<file path="src/sv/mcssr_pkg.sv">
// ----------------------------------------------------------------------------
// mcssr_pkg
// shared widths, codes, constants and the per-channel state word of the
// multi-channel servo slew ramp
// ----------------------------------------------------------------------------
`default_nettype none

package mcssr_pkg;

  // channel count default and request field widths
  localparam int CHANNELS_DEF = 4;
  localparam int OP_W         = 3;
  localparam int CH_W         = 4;
  localparam int ANG_IN_W     = 16;
  localparam int RATE_W       = 20;
  localparam int TIME_W       = 32;

  // result field widths
  localparam int KIND_W  = 2;
  localparam int PULSE_W = 12;
  localparam int ANG_W   = 15;

  // opcodes
  localparam logic [OP_W-1:0] OP_SET_TARGET = 3'd0;
  localparam logic [OP_W-1:0] OP_SET_LIMITS = 3'd1;
  localparam logic [OP_W-1:0] OP_SET_RATE   = 3'd2;
  localparam logic [OP_W-1:0] OP_DISABLE    = 3'd3;
  localparam logic [OP_W-1:0] OP_TICK       = 3'd4;

  // result kinds
  localparam logic [KIND_W-1:0] KIND_ACCEPT = 2'd0;
  localparam logic [KIND_W-1:0] KIND_REJECT = 2'd1;
  localparam logic [KIND_W-1:0] KIND_PULSE  = 2'd2;
  localparam logic [KIND_W-1:0] KIND_STOP   = 2'd3;

  // angles in centidegrees, rates in centidegrees per second
  localparam logic [ANG_W-1:0]   ANGLE_MAX  = 15'd18000;
  localparam logic [TIME_W-1:0]  PERIOD_MS  = 32'd10;
  localparam logic [RATE_W-1:0]  RATE_RESET = 20'd30000;
  localparam logic [PULSE_W-1:0] PULSE_BASE = 12'd500;
  localparam logic [ANG_W-1:0]   PULSE_RND  = 15'd4;

  // step = rate * elapsed / 1000, saturated at ANGLE_MAX
  // rate is never zero, so elapsed beyond the cap always saturates
  localparam int ELAPSED_W = 25;
  localparam logic [ELAPSED_W-1:0] ELAPSED_CAP = 25'd18000000;
  localparam logic [ELAPSED_W-1:0] SAT_PROD    = 25'd18000000;
  localparam int PROD1_W = RATE_W + ELAPSED_W;

  // divide by 1000 through a reciprocal, exact for dividends below 2^25
  localparam int DIV1K_SHIFT = 35;
  localparam int DIV1K_MUL_W = 26;
  localparam logic [DIV1K_MUL_W-1:0] DIV1K_MUL = 26'd34359739;
  localparam int PROD2_W = ELAPSED_W + DIV1K_MUL_W;

  // divide by 9 through a reciprocal, exact for dividends below 2^15
  localparam int DIV9_SHIFT = 18;
  localparam logic [ANG_W-1:0] DIV9_MUL = 15'd29128;
  localparam int PROD3_W = 2 * ANG_W;

  // per-channel word held in the channel memory
  typedef struct packed {
    logic [ANG_W-1:0]  cur;
    logic [ANG_W-1:0]  tgt;
    logic [ANG_W-1:0]  lo;
    logic [ANG_W-1:0]  hi;
    logic [RATE_W-1:0] rate;
  } chan_word_t;

  localparam chan_word_t CHAN_WORD_RESET = '{
    cur:  '0,
    tgt:  '0,
    lo:   '0,
    hi:   ANGLE_MAX,
    rate: RATE_RESET
  };

endpackage

`default_nettype wire

</file>
<file path="src/sv/mcssr_in_if.sv">
// ----------------------------------------------------------------------------
// mcssr_in_if
// request channel: valid/ready handshake with the command or tick payload
// ----------------------------------------------------------------------------
`default_nettype none

interface mcssr_in_if import mcssr_pkg::*; ();
  logic                       valid;
  logic                       ready;
  logic [OP_W-1:0]            opcode;
  logic [CH_W-1:0]            channel;
  logic signed [ANG_IN_W-1:0] angle_a;
  logic signed [ANG_IN_W-1:0] angle_b;
  logic [RATE_W-1:0]          slew_rate;
  logic [TIME_W-1:0]          now_ms;

  modport source (
    output valid, opcode, channel, angle_a, angle_b, slew_rate, now_ms,
    input  ready
  );

  modport sink (
    input  valid, opcode, channel, angle_a, angle_b, slew_rate, now_ms,
    output ready
  );
endinterface

`default_nettype wire

</file>
<file path="src/sv/mcssr_out_if.sv">
// ----------------------------------------------------------------------------
// mcssr_out_if
// result channel: valid/ready handshake with one result per transfer
// ----------------------------------------------------------------------------
`default_nettype none

interface mcssr_out_if import mcssr_pkg::*; ();
  logic               valid;
  logic               ready;
  logic [KIND_W-1:0]  kind;
  logic [CH_W-1:0]    chan;
  logic [PULSE_W-1:0] pulse_us;
  logic [ANG_W-1:0]   angle_now;
  logic               is_active;
  logic               last;

  modport source (
    output valid, kind, chan, pulse_us, angle_now, is_active, last,
    input  ready
  );

  modport sink (
    input  valid, kind, chan, pulse_us, angle_now, is_active, last,
    output ready
  );
endinterface

`default_nettype wire

</file>
<file path="src/sv/mcssr_ram.sv">
// ----------------------------------------------------------------------------
// mcssr_ram
// generic single-write, single-read ram with registered read data
// ----------------------------------------------------------------------------
`default_nettype none

module mcssr_ram #(
  parameter int WIDTH = 8,
  parameter int DEPTH = 4
) (
  input  logic                                   clk,
  input  logic                                   we,
  input  logic [((DEPTH > 1) ? $clog2(DEPTH) : 1)-1:0] waddr,
  input  logic [WIDTH-1:0]                       wdata,
  input  logic                                   re,
  input  logic [((DEPTH > 1) ? $clog2(DEPTH) : 1)-1:0] raddr,
  output logic [WIDTH-1:0]                       rdata
);

  logic [WIDTH-1:0] mem [DEPTH];

  always_ff @(posedge clk) begin
    if (we) begin
      mem[waddr] <= wdata;
    end
    if (re) begin
      rdata <= mem[raddr];
    end
  end

endmodule

`default_nettype wire

</file>
<file path="src/sv/multi_channel_servo_slew_ramp.sv">
// ----------------------------------------------------------------------------
// multi_channel_servo_slew_ramp
// command: decode reads the ram, execute writes back and stages the result,
//   emit registers it once the output is free (out of range: decode to emit),
//   then ready for the next request in idle
// tick: decode, then a read-modify-write walk of the ram over active channels,
//   inactive ones skipped, then a close; seeding or short ticks end in decode;
//   a stalled result holds the walk. reset: active flags, entry valid bits
//   clear at once; unwritten entries read reset limits and rate, no clear pass
// ----------------------------------------------------------------------------
`default_nettype none

module multi_channel_servo_slew_ramp import mcssr_pkg::*; #(
  parameter int CHANNELS = CHANNELS_DEF
) (
  input  logic          clk,
  input  logic          rst_n,
  mcssr_in_if.sink      in_bus,
  mcssr_out_if.source   out_bus
);

  localparam int IDX_W  = (CHANNELS > 1) ? $clog2(CHANNELS) : 1;
  localparam int CNT_W  = $clog2(CHANNELS + 1);
  localparam int WORD_W = $bits(chan_word_t);
  localparam logic [CNT_W-1:0] SCAN_END = CNT_W'(CHANNELS);
  localparam logic [CH_W:0]    CH_LIMIT = (CH_W + 1)'(CHANNELS);

  typedef enum logic [3:0] {
    S_IDLE,
    S_DEC,
    S_EXEC,
    S_SCAN,
    S_MUL1,
    S_MUL2,
    S_UPD,
    S_PULSE,
    S_EMIT
  } state_t;

  // control registers
  state_t              state_r, state_nxt;
  logic [CHANNELS-1:0] active_r, active_nxt;
  logic [CHANNELS-1:0] init_r, init_nxt;
  logic                rd_init_r, rd_init_nxt;
  logic                seeded_r, seeded_nxt;
  logic [CNT_W-1:0]    scan_r, scan_nxt;
  logic                out_valid_r, out_valid_nxt;

  // request and pipeline payload
  logic [TIME_W-1:0]          base_r, base_nxt;
  logic [OP_W-1:0]            op_r, op_nxt;
  logic [CH_W-1:0]            ch_r, ch_nxt;
  logic signed [ANG_IN_W-1:0] a_r, a_nxt;
  logic signed [ANG_IN_W-1:0] b_r, b_nxt;
  logic [RATE_W-1:0]          rate_r, rate_nxt;
  logic [TIME_W-1:0]          now_r, now_nxt;
  logic [ELAPSED_W-1:0]       el_r, el_nxt;
  chan_word_t                 word_r, word_nxt;
  logic [PROD1_W-1:0]         prod1_r, prod1_nxt;
  logic [PROD2_W-1:0]         prod2_r, prod2_nxt;
  logic                       sat_r, sat_nxt;
  logic [ANG_W-1:0]           cur_new_r, cur_new_nxt;
  logic [PROD3_W-1:0]         prod3_r, prod3_nxt;

  // pending result, moved to the output register once it is free
  logic [KIND_W-1:0] res_kind_r, res_kind_nxt;
  logic [CH_W-1:0]   res_chan_r, res_chan_nxt;
  logic [ANG_W-1:0]  res_angle_r, res_angle_nxt;
  logic              res_act_r, res_act_nxt;
  logic              res_last_r, res_last_nxt;

  // output register
  logic [KIND_W-1:0]  out_kind_r, out_kind_nxt;
  logic [CH_W-1:0]    out_chan_r, out_chan_nxt;
  logic [PULSE_W-1:0] out_pulse_r, out_pulse_nxt;
  logic [ANG_W-1:0]   out_angle_r, out_angle_nxt;
  logic               out_act_r, out_act_nxt;
  logic               out_last_r, out_last_nxt;

  // channel ram port
  logic              ram_we, ram_re;
  logic [IDX_W-1:0]  ram_waddr, ram_raddr;
  chan_word_t        ram_wdata;
  logic [WORD_W-1:0] ram_rdata;

  // derived values
  chan_word_t           rd_word;
  logic                 ch_ok;
  logic [IDX_W-1:0]     ch_idx, scan_idx;
  logic [TIME_W-1:0]    elapsed;
  logic                 out_free;
  logic                 in_fire;
  logic                 is_tick;

  mcssr_ram #(
    .WIDTH (WORD_W),
    .DEPTH (CHANNELS)
  ) u_chan_ram (
    .clk   (clk),
    .we    (ram_we),
    .waddr (ram_waddr),
    .wdata (ram_wdata),
    .re    (ram_re),
    .raddr (ram_raddr),
    .rdata (ram_rdata)
  );

  // an entry never written reads as the reset word
  assign rd_word  = rd_init_r ? chan_word_t'(ram_rdata) : CHAN_WORD_RESET;
  assign ch_ok    = {1'b0, ch_r} < CH_LIMIT;
  assign ch_idx   = ch_r[IDX_W-1:0];
  assign scan_idx = scan_r[IDX_W-1:0];
  assign elapsed  = now_r - base_r;   // wraps modulo 2^32
  assign out_free = !out_valid_r || out_bus.ready;
  assign is_tick  = (op_r == OP_TICK);

  // one request at a time
  assign in_bus.ready = (state_r == S_IDLE);
  assign in_fire      = in_bus.valid && in_bus.ready;

  assign out_bus.valid     = out_valid_r;
  assign out_bus.kind      = out_kind_r;
  assign out_bus.chan      = out_chan_r;
  assign out_bus.pulse_us  = out_pulse_r;
  assign out_bus.angle_now = out_angle_r;
  assign out_bus.is_active = out_act_r;
  assign out_bus.last      = out_last_r;

  always_comb begin
    logic signed [ANG_IN_W:0] a_x, b_x, lo_x, hi_x;
    logic signed [ANG_W+1:0]  delta, step_x;
    logic [ANG_W-1:0]         tgt_clamp, lim_tgt, step;
    logic                     lim_ok, act_new, above;
    logic [KIND_W-1:0]        kind;
    chan_word_t               wr_word;

    state_nxt     = state_r;
    active_nxt    = active_r;
    init_nxt      = init_r;
    rd_init_nxt   = rd_init_r;
    seeded_nxt    = seeded_r;
    scan_nxt      = scan_r;
    out_valid_nxt = out_valid_r && !out_bus.ready;

    base_nxt    = base_r;
    op_nxt      = op_r;
    ch_nxt      = ch_r;
    a_nxt       = a_r;
    b_nxt       = b_r;
    rate_nxt    = rate_r;
    now_nxt     = now_r;
    el_nxt      = el_r;
    word_nxt    = word_r;
    prod1_nxt   = prod1_r;
    prod2_nxt   = prod2_r;
    sat_nxt     = sat_r;
    cur_new_nxt = cur_new_r;
    prod3_nxt   = prod3_r;

    res_kind_nxt  = res_kind_r;
    res_chan_nxt  = res_chan_r;
    res_angle_nxt = res_angle_r;
    res_act_nxt   = res_act_r;
    res_last_nxt  = res_last_r;

    out_kind_nxt  = out_kind_r;
    out_chan_nxt  = out_chan_r;
    out_pulse_nxt = out_pulse_r;
    out_angle_nxt = out_angle_r;
    out_act_nxt   = out_act_r;
    out_last_nxt  = out_last_r;

    ram_we    = 1'b0;
    ram_re    = 1'b0;
    ram_waddr = ch_idx;
    ram_raddr = ch_idx;
    ram_wdata = rd_word;

    // command arithmetic on the word just read
    a_x  = {a_r[ANG_IN_W-1], a_r};
    b_x  = {b_r[ANG_IN_W-1], b_r};
    lo_x = {2'b00, rd_word.lo};
    hi_x = {2'b00, rd_word.hi};
    if (a_x < lo_x) begin
      tgt_clamp = rd_word.lo;
    end else if (a_x > hi_x) begin
      tgt_clamp = rd_word.hi;
    end else begin
      tgt_clamp = a_r[ANG_W-1:0];
    end
    lim_ok = !a_r[ANG_IN_W-1] && (b_x <= 17'sd18000) && (a_x < b_x);
    if (rd_word.tgt < a_r[ANG_W-1:0]) begin
      lim_tgt = a_r[ANG_W-1:0];
    end else if (rd_word.tgt > b_r[ANG_W-1:0]) begin
      lim_tgt = b_r[ANG_W-1:0];
    end else begin
      lim_tgt = rd_word.tgt;
    end

    // ramp arithmetic on the captured word
    step   = sat_r ? ANGLE_MAX : prod2_r[DIV1K_SHIFT +: ANG_W];
    step_x = {2'b00, step};
    delta  = $signed({2'b00, word_r.tgt}) - $signed({2'b00, word_r.cur});

    // any active channel after the one in the walk
    above = 1'b0;
    for (int i = 0; i < CHANNELS; i++) begin
      if (i > int'(scan_idx) && active_r[i]) begin
        above = 1'b1;
      end
    end

    wr_word = rd_word;
    act_new = active_r[ch_idx];
    kind    = KIND_REJECT;

    case (state_r)
      S_IDLE: begin
        if (in_fire) begin
          op_nxt    = in_bus.opcode;
          ch_nxt    = in_bus.channel;
          a_nxt     = in_bus.angle_a;
          b_nxt     = in_bus.angle_b;
          rate_nxt  = in_bus.slew_rate;
          now_nxt   = in_bus.now_ms;
          state_nxt = S_DEC;
        end
      end

      S_DEC: begin
        if (is_tick) begin
          if (!seeded_r) begin
            // first tick only sets the time base
            seeded_nxt = 1'b1;
            base_nxt   = now_r;
            state_nxt  = S_IDLE;
          end else if (elapsed < PERIOD_MS) begin
            state_nxt = S_IDLE;
          end else begin
            base_nxt  = now_r;
            el_nxt    = (elapsed > TIME_W'(ELAPSED_CAP)) ? ELAPSED_CAP
                                                         : elapsed[ELAPSED_W-1:0];
            scan_nxt  = '0;
            state_nxt = S_SCAN;
          end
        end else if (ch_ok) begin
          ram_re      = 1'b1;
          ram_raddr   = ch_idx;
          rd_init_nxt = init_r[ch_idx];
          state_nxt   = S_EXEC;
        end else begin
          // channel out of range
          res_kind_nxt  = KIND_REJECT;
          res_chan_nxt  = ch_r;
          res_angle_nxt = '0;
          res_act_nxt   = 1'b0;
          res_last_nxt  = 1'b1;
          state_nxt     = S_EMIT;
        end
      end

      S_EXEC: begin
        case (op_r)
          OP_SET_TARGET: begin
            wr_word.tgt = tgt_clamp;
            if (!act_new) begin
              act_new     = 1'b1;
              wr_word.cur = tgt_clamp;
            end
            kind = KIND_ACCEPT;
          end
          OP_SET_LIMITS: begin
            if (lim_ok) begin
              wr_word.lo  = a_r[ANG_W-1:0];
              wr_word.hi  = b_r[ANG_W-1:0];
              wr_word.tgt = lim_tgt;
              kind        = KIND_ACCEPT;
            end
          end
          OP_SET_RATE: begin
            if (rate_r != '0) begin
              wr_word.rate = rate_r;
              kind         = KIND_ACCEPT;
            end
          end
          OP_DISABLE: begin
            act_new = 1'b0;
            kind    = KIND_STOP;
          end
          default: begin
          end
        endcase
        ram_we             = 1'b1;
        ram_waddr          = ch_idx;
        ram_wdata          = wr_word;
        init_nxt[ch_idx]   = 1'b1;
        active_nxt[ch_idx] = act_new;
        res_kind_nxt       = kind;
        res_chan_nxt       = ch_r;
        res_angle_nxt      = wr_word.cur;
        res_act_nxt        = act_new;
        res_last_nxt       = 1'b1;
        state_nxt          = S_EMIT;
      end

      S_SCAN: begin
        if (scan_r == SCAN_END) begin
          state_nxt = S_IDLE;
        end else if (active_r[scan_idx]) begin
          ram_re      = 1'b1;
          ram_raddr   = scan_idx;
          rd_init_nxt = init_r[scan_idx];
          state_nxt   = S_MUL1;
        end else begin
          scan_nxt = scan_r + CNT_W'(1);
        end
      end

      S_MUL1: begin
        word_nxt  = rd_word;
        prod1_nxt = PROD1_W'(rd_word.rate) * PROD1_W'(el_r);
        state_nxt = S_MUL2;
      end

      S_MUL2: begin
        sat_nxt   = prod1_r >= PROD1_W'(SAT_PROD);
        prod2_nxt = PROD2_W'(prod1_r[ELAPSED_W-1:0]) * PROD2_W'(DIV1K_MUL);
        state_nxt = S_UPD;
      end

      S_UPD: begin
        if (delta > step_x) begin
          cur_new_nxt = word_r.cur + step;
        end else if (delta < -step_x) begin
          cur_new_nxt = word_r.cur - step;
        end else begin
          cur_new_nxt = word_r.tgt;
        end
        wr_word            = word_r;
        wr_word.cur        = cur_new_nxt;
        ram_we             = 1'b1;
        ram_waddr          = scan_idx;
        ram_wdata          = wr_word;
        init_nxt[scan_idx] = 1'b1;
        res_kind_nxt       = KIND_PULSE;
        res_chan_nxt       = CH_W'(scan_idx);
        res_angle_nxt      = cur_new_nxt;
        res_act_nxt        = 1'b1;
        res_last_nxt       = !above;
        state_nxt          = S_PULSE;
      end

      S_PULSE: begin
        // rounded angle / 9
        prod3_nxt = PROD3_W'(cur_new_r + PULSE_RND) * PROD3_W'(DIV9_MUL);
        state_nxt = S_EMIT;
      end

      S_EMIT: begin
        if (out_free) begin
          out_valid_nxt = 1'b1;
          out_kind_nxt  = res_kind_r;
          out_chan_nxt  = res_chan_r;
          out_pulse_nxt = is_tick ? PULSE_BASE + prod3_r[PROD3_W-1:DIV9_SHIFT] : '0;
          out_angle_nxt = res_angle_r;
          out_act_nxt   = res_act_r;
          out_last_nxt  = res_last_r;
          if (is_tick) begin
            scan_nxt  = scan_r + CNT_W'(1);
            state_nxt = S_SCAN;
          end else begin
            state_nxt = S_IDLE;
          end
        end
      end

      default: begin
        state_nxt = S_IDLE;
      end
    endcase
  end

  always_ff @(posedge clk) begin
    base_r      <= base_nxt;
    op_r        <= op_nxt;
    ch_r        <= ch_nxt;
    a_r         <= a_nxt;
    b_r         <= b_nxt;
    rate_r      <= rate_nxt;
    now_r       <= now_nxt;
    el_r        <= el_nxt;
    word_r      <= word_nxt;
    prod1_r     <= prod1_nxt;
    prod2_r     <= prod2_nxt;
    sat_r       <= sat_nxt;
    cur_new_r   <= cur_new_nxt;
    prod3_r     <= prod3_nxt;
    rd_init_r   <= rd_init_nxt;
    res_kind_r  <= res_kind_nxt;
    res_chan_r  <= res_chan_nxt;
    res_angle_r <= res_angle_nxt;
    res_act_r   <= res_act_nxt;
    res_last_r  <= res_last_nxt;
    out_kind_r  <= out_kind_nxt;
    out_chan_r  <= out_chan_nxt;
    out_pulse_r <= out_pulse_nxt;
    out_angle_r <= out_angle_nxt;
    out_act_r   <= out_act_nxt;
    out_last_r  <= out_last_nxt;
    if (!rst_n) begin
      state_r     <= S_IDLE;
      active_r    <= '0;
      init_r      <= '0;
      seeded_r    <= 1'b0;
      scan_r      <= '0;
      out_valid_r <= 1'b0;
    end else begin
      state_r     <= state_nxt;
      active_r    <= active_nxt;
      init_r      <= init_nxt;
      seeded_r    <= seeded_nxt;
      scan_r      <= scan_nxt;
      out_valid_r <= out_valid_nxt;
    end
  end

  // pulse results and only they carry a nonzero width
  a_pulse_kind : assert property (@(posedge clk) disable iff (!rst_n)
    out_valid_r |-> ((out_kind_r == KIND_PULSE) == (out_pulse_r != '0)))
    else $error("pulse width does not match result kind");

  // a pulse stays within the servo range and its angle within limits
  a_pulse_range : assert property (@(posedge clk) disable iff (!rst_n)
    (out_valid_r && out_kind_r == KIND_PULSE) |->
      (out_pulse_r >= PULSE_BASE && out_pulse_r <= 12'd2500 &&
       out_angle_r <= ANGLE_MAX && out_act_r))
    else $error("pulse result out of range");

  // read and write-back of the channel ram never overlap
  a_ram_interlock : assert property (@(posedge clk) disable iff (!rst_n)
    !(ram_we && ram_re))
    else $error("channel ram read and write in the same cycle");

  // once the time base is seeded it stays seeded
  a_seed_sticky : assert property (@(posedge clk) disable iff (!rst_n)
    seeded_r |=> seeded_r)
    else $error("time base lost its seed");

endmodule

`default_nettype wire
</file>
<file path="src/flat_wrapper.sv">
// flat-port wrapper written by rule: the top's interface ports become plain ports
module multi_channel_servo_slew_ramp_flat import mcssr_pkg::*;
#(
  parameter int CHANNELS = CHANNELS_DEF
)
  (clk, rst_n, in_bus_valid, in_bus_opcode, in_bus_channel, in_bus_angle_a, in_bus_angle_b, in_bus_slew_rate, in_bus_now_ms, in_bus_ready, out_bus_valid, out_bus_kind, out_bus_chan, out_bus_pulse_us, out_bus_angle_now, out_bus_is_active, out_bus_last, out_bus_ready);
  mcssr_in_if in_bus_i ();
  mcssr_out_if out_bus_i ();
  input  logic clk;
  input  logic rst_n;
  input wire logic [$bits(in_bus_i.valid)-1:0] in_bus_valid;
  input wire logic [$bits(in_bus_i.opcode)-1:0] in_bus_opcode;
  input wire logic [$bits(in_bus_i.channel)-1:0] in_bus_channel;
  input wire logic [$bits(in_bus_i.angle_a)-1:0] in_bus_angle_a;
  input wire logic [$bits(in_bus_i.angle_b)-1:0] in_bus_angle_b;
  input wire logic [$bits(in_bus_i.slew_rate)-1:0] in_bus_slew_rate;
  input wire logic [$bits(in_bus_i.now_ms)-1:0] in_bus_now_ms;
  output wire logic [$bits(in_bus_i.ready)-1:0] in_bus_ready;
  output wire logic [$bits(out_bus_i.valid)-1:0] out_bus_valid;
  output wire logic [$bits(out_bus_i.kind)-1:0] out_bus_kind;
  output wire logic [$bits(out_bus_i.chan)-1:0] out_bus_chan;
  output wire logic [$bits(out_bus_i.pulse_us)-1:0] out_bus_pulse_us;
  output wire logic [$bits(out_bus_i.angle_now)-1:0] out_bus_angle_now;
  output wire logic [$bits(out_bus_i.is_active)-1:0] out_bus_is_active;
  output wire logic [$bits(out_bus_i.last)-1:0] out_bus_last;
  input wire logic [$bits(out_bus_i.ready)-1:0] out_bus_ready;
  assign in_bus_i.valid = in_bus_valid;
  assign in_bus_i.opcode = in_bus_opcode;
  assign in_bus_i.channel = in_bus_channel;
  assign in_bus_i.angle_a = in_bus_angle_a;
  assign in_bus_i.angle_b = in_bus_angle_b;
  assign in_bus_i.slew_rate = in_bus_slew_rate;
  assign in_bus_i.now_ms = in_bus_now_ms;
  assign in_bus_ready = in_bus_i.ready;
  assign out_bus_valid = out_bus_i.valid;
  assign out_bus_kind = out_bus_i.kind;
  assign out_bus_chan = out_bus_i.chan;
  assign out_bus_pulse_us = out_bus_i.pulse_us;
  assign out_bus_angle_now = out_bus_i.angle_now;
  assign out_bus_is_active = out_bus_i.is_active;
  assign out_bus_last = out_bus_i.last;
  assign out_bus_i.ready = out_bus_ready;
  multi_channel_servo_slew_ramp #(.CHANNELS(CHANNELS)) u_core (.clk(clk), .rst_n(rst_n), .in_bus(in_bus_i), .out_bus(out_bus_i));
endmodule
</file>
<file path="config.mk">
export PLATFORM = sky130hd
export DESIGN_NAME = multi_channel_servo_slew_ramp_flat
export DESIGN_NICKNAME = d
export VERILOG_FILES = /design/src/sv/mcssr_pkg.sv /design/src/sv/mcssr_in_if.sv /design/src/sv/mcssr_out_if.sv /design/src/sv/mcssr_ram.sv /design/src/sv/multi_channel_servo_slew_ramp.sv /design/src/flat_wrapper.sv
export SDC_FILE = /design/constraint.sdc
export NUM_CORES = 2
export LEC_CHECK = 0
export ABC_AREA = 1
export BUFFER_PORTS_ARGS = -buffer_cell sky130_fd_sc_hd__buf_2
export CELL_PAD_IN_SITES_DETAIL_PLACEMENT = 1
export CELL_PAD_IN_SITES_GLOBAL_PLACEMENT = 1
export CORE_MARGIN = 5
export CORE_UTILIZATION = 45
export CTS_CLUSTER_SIZE = 16
export DETAILED_ROUTE_END_ITERATION = 8
export GPL_TIMING_DRIVEN = 0
export PLACE_DENSITY_LB_ADDON = 0.1
export SLEW_MARGIN = 0
export SYNTH_ARGS = -nofsm -noshare
export SYNTH_HDL_FRONTEND = slang
export SYNTH_SLANG_ARGS = --single-unit
</file>
<file path="constraint.sdc">
create_clock -name clk -period 21.7 [get_ports clk]
set_input_delay 1.085 -clock clk [delete_from_list [all_inputs] [get_ports clk]]
set_output_delay 1.085 -clock clk [all_outputs]
set_load 0.05 [all_outputs]
</file>
==> metrics.txt <==
Fill cells approximately 17000; Max Clock Skew approximately 63 ps; 1st-iter DRT viols 3736; Worst-path clk slew 60 ps; min-delay src u_core.res_chan_r[3]$_SDFFCE_PP0P_; Layout area overhead 9.894%; crit path kind reg -> reg; Synth Instances 7161; Hold Crit Endpoint u_core.out_bus.chan[3]$_DFFE_PP_; I/O Buffers 130; Stages on worst setup path 30; Buf+Inv Stages, Crit Path 9; Final Hold Viols 0; Ports 132; CTS Sinks 792; DIE HEIGHT 398.4 µm; CP max stage cell buf_1; syn avg cell area 9.480 µm²; CP arrival 10880 ps; Hold Buf Count CTS 0; number of synthesized flops with an enable pin 775; total core area 150000 µm²; Fmax between 90 and 100 MHz; initial antenna violation count 5; vias in the first global route between 50000 and 60000; largest net degree at the start of global routing 33; full die area approximately 160000 µm²; TritonCTS Buffers 90; Reg area 23610 µm²; R2R cell count 30; Pwr per Cell Area 51.45 nW/µm²; CTS tree done; min Tclk post-route 10350 ps; headroom to the max-slew limit 7.184%; Final Cycle Share a little under half; setup tns final 0 ps; critical path capture point type register; critical path's largest stage delay a little under 800 ps; DRC 0; Hold WS 418.4 ps; Power Total 0.003839 W; prevailing post-synth register cell edfxtp_1; Pleak 34.40 nW; area of the multi-input gates 38240 µm²; num rows 142; wire length per cell approximately 23 µm; Critical R2R Launch u_core.rd_init_r$_DFFE_PP_; via count slightly above 50000; Post-CTS Setup Inserts 0; commonest cells after routing, fill and taps aside inv_1 (1373), nand2_1 (1206), edfxtp_1 (775), nor2_1 (763), ha_1 (682); delay-heaviest family, CP adder cells; measured slew at the worst slew-check pin 1387 ps; post-DR vias/cell 5.463; Longest Clk Path Bufs 3; Layout Nets around 8800; CP Max Fanout 10; Slew Viols, Final 0; status complete, no violations; Initial Util 45.27%; Seq cells post-synth roughly 790; Tot GR Track Use 27.99%; Mapped Area 67890 µm²; routability cong. 0.9217; Die W 398.4 µm; Peak supply drop ~70 µV; Area after DPL around 72000 µm²; grt total ovfl 0; Root Buffer clkbuf_16; Skew-Pair Late Insertion Delay 720 ps; CP required ~22000 ps; async set or reset register ratio after synthesis 0%; RSZ-0062 raised after global routing false; DP HPWL 179800 µm; H-tree levels 3; post-synthesis sequential area ratio between 30% and 40%; layout cells sized above 1 5.637%; Hold/Removal Path Class reg -> reg; first-pass GRT wire length 336700 µm; Netlist cell types 63; Antenna Nets Post-Route 0; Yosys Warn Count 0; final WL 221500 µm; final-report setup violation count 0; RR Endpoint u_core.prod1_r[39]$_DFFE_PP_; max_cap viols 0; WHS Path Cells 0; Critical Path Start Type register; cts repair resizes 0; CP most frequent cell fa_1; post-route cell area between 70000 and 80000 µm²; most common cell after layout, fill and taps aside inv_1; Worst R2R Setup Slack 11350 ps; Syn Nets 8600; detailed-router iteration count before antenna repair 5
layout make-up:
cell class / count / share of cell area [%]
Clock buffer: 105 / 3.163
Inverter: 1401 / 7.049
Buffer: 204 / 1.137
Antenna cell: 3 / 0.01006
Clock inverter: 65 / 0.8134
Tap cell: 2016 / 3.381
Sequential cell: 792 / 31.65
Timing Repair Buffer: 155 / 1.541
Multi-Input combinational cell: 4764 / 51.25
logic make-up (layout without fill, tap and decap cells):
group / Yosys count / in the layout / synth area share [%]
simple gates: 2362 / 2362 / 14.22
buf+inv: 1605 / 1930 / 8.994
fa+ha+maj: 1344 / 1344 / 32.09
compound gates: 910 / 910 / 7.988
flops: 792 / 792 / 34.78
xor+xnor: 148 / 148 / 1.921
other cells: 0 / 3 / 0
state kept, by name (all words and copies together) (netlist names), 12 cells and up:
| signal | flops |
|---|---|
| u_core.a_r | 16 |
| u_core.b_r | 16 |
| u_core.base_r | 32 |
| u_core.cur_new_r | 15 |
| u_core.el_r | 25 |
| u_core.now_r | 32 |
| u_core.out_bus.angle_now | 15 |
| u_core.out_bus.pulse_us | 12 |
| u_core.prod1_r | 45 |
| u_core.prod2_r | 15 |
| u_core.prod3_r | 12 |
| u_core.rate_r | 20 |
| u_core.res_angle_r | 15 |
| u_core.u_chan_ram.mem | 320 |
| u_core.u_chan_ram.rdata | 80 |
| u_core.word_r | 80 |
cell usage after synthesis, types with 19 or more instances:
| cell | count | area, µm² |
|---|---|---|
| nand4_1 | 57 | 356.6 |
| nand2_1 | 1206 | 4527 |
| inv_1 | 1373 | 5154 |
| clkbuf_1 | 146 | 548.0 |
| ha_1 | 682 | 8533 |
| o32ai_1 | 80 | 700.7 |
| nor2_1 | 770 | 2890 |
| edfxtp_1 | 775 | 23270 |
| nor3_1 | 45 | 225.2 |
| xnor2_1 | 39 | 341.6 |
| o21ai_0 | 266 | 1331 |
| nand3_1 | 185 | 925.9 |
| a21oi_1 | 325 | 1627 |
| fa_1 | 662 | 13250 |
| o211ai_1 | 99 | 743.2 |
| nor2_2 | 22 | 137.6 |
| buf_1 | 20 | 75.07 |
| xor2_1 | 108 | 945.9 |
| a31oi_1 | 19 | 118.9 |
| buf_2 | 30 | 150.1 |
stage by stage:
step           utilization [%]  instances  setup WS [ps]
2_1_floorplan                -       7161          14410
3_3_place_gp             47.39       9307           8735
3_5_place_dp             47.77       9332          11520
4_1_cts                  49.74       9502          11450
5_1_grt                  49.74       9502          10970
6_report                 49.75       9505          11350
power breakdown:
part           switching, W  internal [W]
Clock              0.000669      0.000851
Combinational      0.000395      0.000161
Sequential        0.0000333       0.00173
worst max path at each step:
stage | slack, ps | end | from
detailed placement | 11520 | u_core.prod1_r[39]$_DFFE_PP_ | u_core.rd_init_r$_DFFE_PP_
floorplan | 14410 | u_core.u_chan_ram.rdata[0]$_DFFE_PP_ | u_core.scan_r[0]$_SDFFE_PN0P_
global route | 10970 | u_core.prod1_r[39]$_DFFE_PP_ | u_core.rd_init_r$_DFFE_PP_
global placement | 8740 | u_core.u_chan_ram.rdata[17]$_DFFE_PP_ | u_core.scan_r[0]$_SDFFE_PN0P_
finish | 11350 | u_core.prod1_r[39]$_DFFE_PP_ | u_core.rd_init_r$_DFFE_PP_
CTS | 11450 | u_core.prod1_r[39]$_DFFE_PP_ | u_core.rd_init_r$_DFFE_PP_
layer usage:
metal,vias up,GRT usage [%],wire [µm]
met1,26479,37.63,94630
met3,361,3.206,12350
met4,0,9.181,8119
li1,23680,-,-
met5,-,0,0
met2,1404,47.46,106400
(Power assumes the default switching activity.)
